## config.mk

```make
export PLATFORM = sky130hd
export DESIGN_NAME = apsp_relax
export DESIGN_NICKNAME = d
export VERILOG_FILES = /design/src/hw/rtl/all_pairs_shortest_path_unit_assert.svh /design/src/hw/rtl/apsp_relax.sv
export SDC_FILE = /design/constraint.sdc
export NUM_CORES = 1
export LEC_CHECK = 0
export ABC_CLOCK_PERIOD_IN_PS = 2700
export BUFFER_PORTS_ARGS = -buffer_cell sky130_fd_sc_hd__buf_2
export CAP_MARGIN = 10
export CORE_MARGIN = 2
export CORE_UTILIZATION = 35
export DETAILED_ROUTE_END_ITERATION = 6
export GPL_ROUTABILITY_DRIVEN = 0
export PLACE_DENSITY = 0.69
export SLEW_MARGIN = 20
export SYNTH_ARGS = -nofsm -noshare
export SYNTH_HDL_FRONTEND = slang
export SYNTH_SLANG_ARGS = --single-unit
```

## constraint.sdc

```tcl
create_clock -name vclk -period 2.7
set_input_delay 0 -clock vclk [all_inputs]
set_output_delay 0 -clock vclk [all_outputs]
set_load 0.1 [all_outputs]
```

## src/hw/rtl/all_pairs_shortest_path_unit_assert.svh

```systemverilog
// Assertion macros for the all-pairs shortest path unit.
`ifndef ALL_PAIRS_SHORTEST_PATH_UNIT_ASSERT_SVH
`define ALL_PAIRS_SHORTEST_PATH_UNIT_ASSERT_SVH

`ifndef SYNTH
`define APSP_ASSERT_ALWAYS(lbl, clk, rst, prop) \
   lbl: assert property (@(posedge clk) disable iff (rst) (prop)) \
      else $error("assertion failed");
`define APSP_ASSERT_NEXT(lbl, clk, rst, cause, effect) \
   lbl: assert property (@(posedge clk) disable iff (rst) (cause) |=> (effect)) \
      else $error("assertion failed");
`else
`define APSP_ASSERT_ALWAYS(lbl, clk, rst, prop)
`define APSP_ASSERT_NEXT(lbl, clk, rst, cause, effect)
`endif

`endif

```

## src/hw/rtl/apsp_relax.sv

```systemverilog
module apsp_relax #(
   parameter int WEIGHT_BITS = 16
) (
   input  logic [WEIGHT_BITS-1:0] left,
   input  logic [WEIGHT_BITS-1:0] right,
   input  logic [WEIGHT_BITS-1:0] current,
   output logic                   improve,
   output logic [WEIGHT_BITS-1:0] sum
);

   localparam logic [WEIGHT_BITS-1:0] INF = {WEIGHT_BITS{1'b1}};

   logic [WEIGHT_BITS:0] wide_sum;

   // A path through an infinite leg never improves; the sum is compared
   // with one extra bit so that it cannot wrap.
   assign wide_sum = {1'b0, left} + {1'b0, right};
   assign improve  = (left != INF) && (right != INF) && (wide_sum < {1'b0, current});
   assign sum      = wide_sum[WEIGHT_BITS-1:0];

endmodule
```

# == After elaboration in Yosys (flattened, before gate mapping) ==
# Cells that the tools add are included.
# op_classes
n_addsub,1
n_lt_le_gt_ge,1
eq_ne,2
reduce_logical,2
# ops
operator,count
$ne 16x16->1 const B,2
$add 16x16->17,1
$lt 17x16->1,1
$logic_and 1x1->1,2
# word_totals
ff_bits,0
input_bits,48
output_inout_bits,17

# == Logic depth before layout (Yosys ltp) ==
# logic_depth
ltp_word,3
depth_mapped,14
ltp_nobuf,14

# == Worst setup path before layout ==
# Ideal clock, no wire load.
# synth_timing
kind,input to output
start,input left[2]
end,output improve
t_arrival_ns,6.320
required_time_ns,2.700
path_slack_ns,-3.620
stages,11
cell_sequence,ha_1 o21ai_0 o21ai_1 o211a_1 o211ai_2 o311ai_1 ha_1 and4_1 a211oi_1 nand3_1 nor3_1
# synth_via
elab_chain_len,3
# synth_lines
element,line,rtl
start: declaration,apsp_relax.sv:4,"input logic [WEIGHT_BITS-1:0] left,"
$add 16x16->17,apsp_relax.sv:17,"assign wide_sum = {1'b0, left} + {1'b0, right};"
net sum[13],apsp_relax.sv:8,output logic [WEIGHT_BITS-1:0] sum
$lt 17x16->1,apsp_relax.sv:18,"assign improve = (left != INF) && (right != INF) && (wide_sum < {1'b0, current});"
$logic_and 1x1->1,apsp_relax.sv:18,
end: declaration,apsp_relax.sv:7,"output logic improve,"
# The timed path passes the listed nets, and every way through them passes these cells.

# == Final worst setup path ==
# layout_timing
start,input left[1]
end,output improve
# layout_via
elab_chain_len,3
# layout_lines
element,line
$add 16x16->17 or $ne 16x16->1 (tied branches),"apsp_relax.sv:17, apsp_relax.sv:18"
$lt 17x16->1 or $logic_and 1x1->1 (tied branches),apsp_relax.sv:18
$logic_and 1x1->1 *,apsp_relax.sv:18
# Mark *: on every way between the ends. The rest lies on a longest branch, timed or not.

==> flow_summary_export.csv <==
group,metric,value,unit
worst_setup_path,worstPathArrival,3.00,ns
drt,wirelength,3850,µm
layout,regArea,0,µm²
worst_setup_path,cp-end-kind,"output port",
layout,design_area,2110,µm²
run_status,status,"finished with violations",
power_and_ir_drop,power_density,486,nW/µm²
layout,drive_gt1_share,52.0,%
die,io_pins,65,
run_status,violations,"negative setup slack",
layout,area_growth,85.0,%
timing,setup-violations-final,1,
power_and_ir_drop,swShare,66.7,%
synthesis,synth_warnings,0,
timing,hold_violations,0,
drt,vias,1520,
layout,antenna_cells,0,
die,coreArea,3080,µm²
die,dieArea,3730,µm²
clock_tree,ctsHoldBuffers,0,
grt,antenna_found_initial,0,
power_and_ir_drop,ir_worst_vdd,0.300,mV
drt,viasPerCell,5.07,
worst_setup_path,crit_end,"improve",
synthesis,synth_cells,153,
synthesis,syn_area,1140,µm²
grt,grt-ovfl-total,0,
layout,seq_cells,0,
worst_setup_path,start_kind,"input port",
synthesis,seq_area_frac_synth,0,%
drt,antenna_left,0,
grt,grt_pass1_vias,1434,
die,num_rows,20,
power_and_ir_drop,seqPwrFrac,0,%
power_and_ir_drop,internal_power,342,µW
power_and_ir_drop,power_frac_comb,100.0,%
timing,fin_crit_sh,111,%
layout,fin_nets,338,
power_and_ir_drop,power_leakage,1.09,nW
grt,grt_max_degree,7,
worst_hold_path,hp-class,"in -> out",
placement,hpwl,3480,µm
grt,grt_usage,21.0,%
synthesis,synthesis.nets,233,
timing,worst_pin_slew,0.486,ns
timing,rsz0062_at_grt,"yes",
die,die_w,61.1,µm
drt,drc,0,
drt,wire_per_inst,12.8,µm
timing,drv_slew,0,
job,drv_cap,0,
drt,dr.pass1.iters,4,
timing,period_needed,3.00,ns
power_and_ir_drop,clkPwrFrac,0,%
power_and_ir_drop,p_switching,683,µW
grt,grt_pass1_wl,6000,µm
layout,nClkBuffers,0,
worst_setup_path,critical_path.startpoint,"left[1]",
placement,io_buffers,65,
timing,setup_slack,-0.295,ns
worst_setup_path,critPathMaxFanout,3,
synthesis,syn_area_per_cell,7.45,µm²
placement,dpl-instance-area,2050,µm²
timing,fmax,334,MHz
timing,relSlewSlack,67.3,%
die,initial_utilization,37.0,%
drt,drtIter0Drc,25,
die,die_h,61.1,µm
power_and_ir_drop,p_total,1.02,mW
worst_setup_path,critical_path_class,"in -> out",
worst_setup_path,cp.required,2.70,ns
synthesis,yosysUniqueCellTypes,35,
==> worst min-delay path by stage <==
stage | end | depth (start not counted) | from | slack (ns)
floorplan | sum[0] | 1 | right[0] | 0.27
global placement | sum[0] | 3 | right[0] | 0.58
detailed placement | sum[0] | 3 | right[0] | 0.58
CTS | sum[0] | 3 | right[0] | 0.54
global route | sum[0] | 3 | right[0] | 0.55
finish | sum[0] | 3 | right[0] | 0.54
==> layout by cell type, fill, tap and decap left out, drive strengths merged <==
cell / count
nor2b: 1
fa: 1
nand2: 7
o211ai: 2
o21ai: 10
o31ai: 1
o311ai: 1
xor2: 5
nor2: 5
a211o: 3
a21o: 1
and4: 2
nand3: 4
o22ai: 1
o21bai: 2
o2111ai: 2
a21oi: 16
o21a: 2
nand4: 11
o211a: 1
nor3: 3
nand2b: 2
inv: 21
a21boi: 1
a31oi: 2
ha: 31
a211oi: 3
or4b: 1
o41ai: 1
nor4: 3
xnor2: 7
buf: 103
==> kinds of logic after synthesis <==
logic type | Yosys count | synth area share, %
AO/OA/AOI/OAI | 49 | 29.3
AND/OR/NAND/NOR | 39 | 18.8
adder cells (fa/ha/maj) | 32 | 35.8
buffers and inverters | 21 | 6.92
XOR/XNOR | 12 | 9.22
==> repair_timing <==
| item | 4_1_cts | 5_1_grt |
|---|---|---|
| endpoints found under the setup margin | 1 | 1 |
| resized for setup | 8 | 3 |
| setup buffers | 0 | 1 |
| pin swaps | 4 | 4 |
==> stage by stage <==
| stage | instances | setup TNS [ns] | worst slack [ns] | hold WS, ns | utilization, % |
|---|---|---|---|---|---|
| after floorplan | 153 | -1.09 | -1.09 | 0.269 | - |
| after global placement | 299 | -0.394 | -0.394 | 0.582 | 66.7 |
| after detailed placement | 299 | -0.408 | -0.408 | 0.584 | 66.7 |
| after CTS | 299 | -0.338 | -0.338 | 0.542 | 67.8 |
| after global routing | 300 | -0.414 | -0.414 | 0.552 | 68.5 |
| final | 300 | -0.295 | -0.295 | 0.542 | 68.5 |
==> synth_stat cells <==
cell type / count / area [µm²]
ha_1: 31 / 388
inv_1: 21 / 78.8
a21oi_1: 16 / 80.1
nand4_1: 11 / 68.8
o21ai_0: 9 / 45.0
nand2_1: 7 / 26.3
xnor2_1: 7 / 61.3
nor2_1: 5 / 18.8
xor2_1: 5 / 43.8
nand3_1: 4 / 20.0
a211o_1: 3 / 26.3
nor3_1: 3 / 15.0
nor4_1: 3 / 18.8
a211oi_1: 2 / 15.0
a31oi_1: 2 / 12.5
and4_1: 2 / 17.5
nand2b_1: 2 / 12.5
o21a_1: 2 / 15.0
o21bai_1: 2 / 15.0
a211oi_2: 1 / 12.5
a21boi_0: 1 / 7.51
a21o_1: 1 / 7.51
fa_1: 1 / 20.0
nor2b_1: 1 / 6.26
o2111ai_1: 1 / 8.76
o2111ai_2: 1 / 15.0
o211a_1: 1 / 10.0
o211ai_1: 1 / 7.51
o211ai_2: 1 / 12.5
o21ai_1: 1 / 5.00
o22ai_1: 1 / 6.26
o311ai_1: 1 / 8.76
o31ai_1: 1 / 7.51
o41ai_2: 1 / 16.3
or4b_1: 1 / 10.0
==> worst max-delay path, cell delays in order <==
cell and delay (ns):
buf_2 0.11, ha_1 0.31, a211oi_2 0.21, o21ai_1 0.12
o211a_1 0.25, o211ai_2 0.18, or4b_4 0.49, o311ai_4 0.11
ha_1 0.29, and4_1 0.19, nor4_2 0.20, nand3_1 0.15
nor3_4 0.17, buf_12 0.20
==> layout make-up <==
| class | instances | area, µm² |
|---|---|---|
| Multi-Input combinational cell | 132 | 1300 |
| Fill cell | 279 | 970 |
| Timing Repair Buffer | 103 | 672 |
| Inverter | 21 | 78.8 |
| Tap cell | 44 | 55.1 |
==> metal layers <==
layer / global-route usage, % / part of all wire [%]
met3: 1.26 / 3.1
met1: 28.4 / 44
met4: 2.17 / 0.44
met5: 0 / 0
met2: 37.8 / 52
==> power groups by stage <==
stage,clock [mW],sequential (mW),combinational [mW]
5_1_grt,0,0,1.08
4_1_cts,0,0,1.02
2_1_floorplan,0,0,0.736
3_5_place_dp,0,0,1.00
6_report,0,0,1.02
3_3_place_gp,0,0,0.995
No activity file was read; power rests on OpenSTA's default activity.
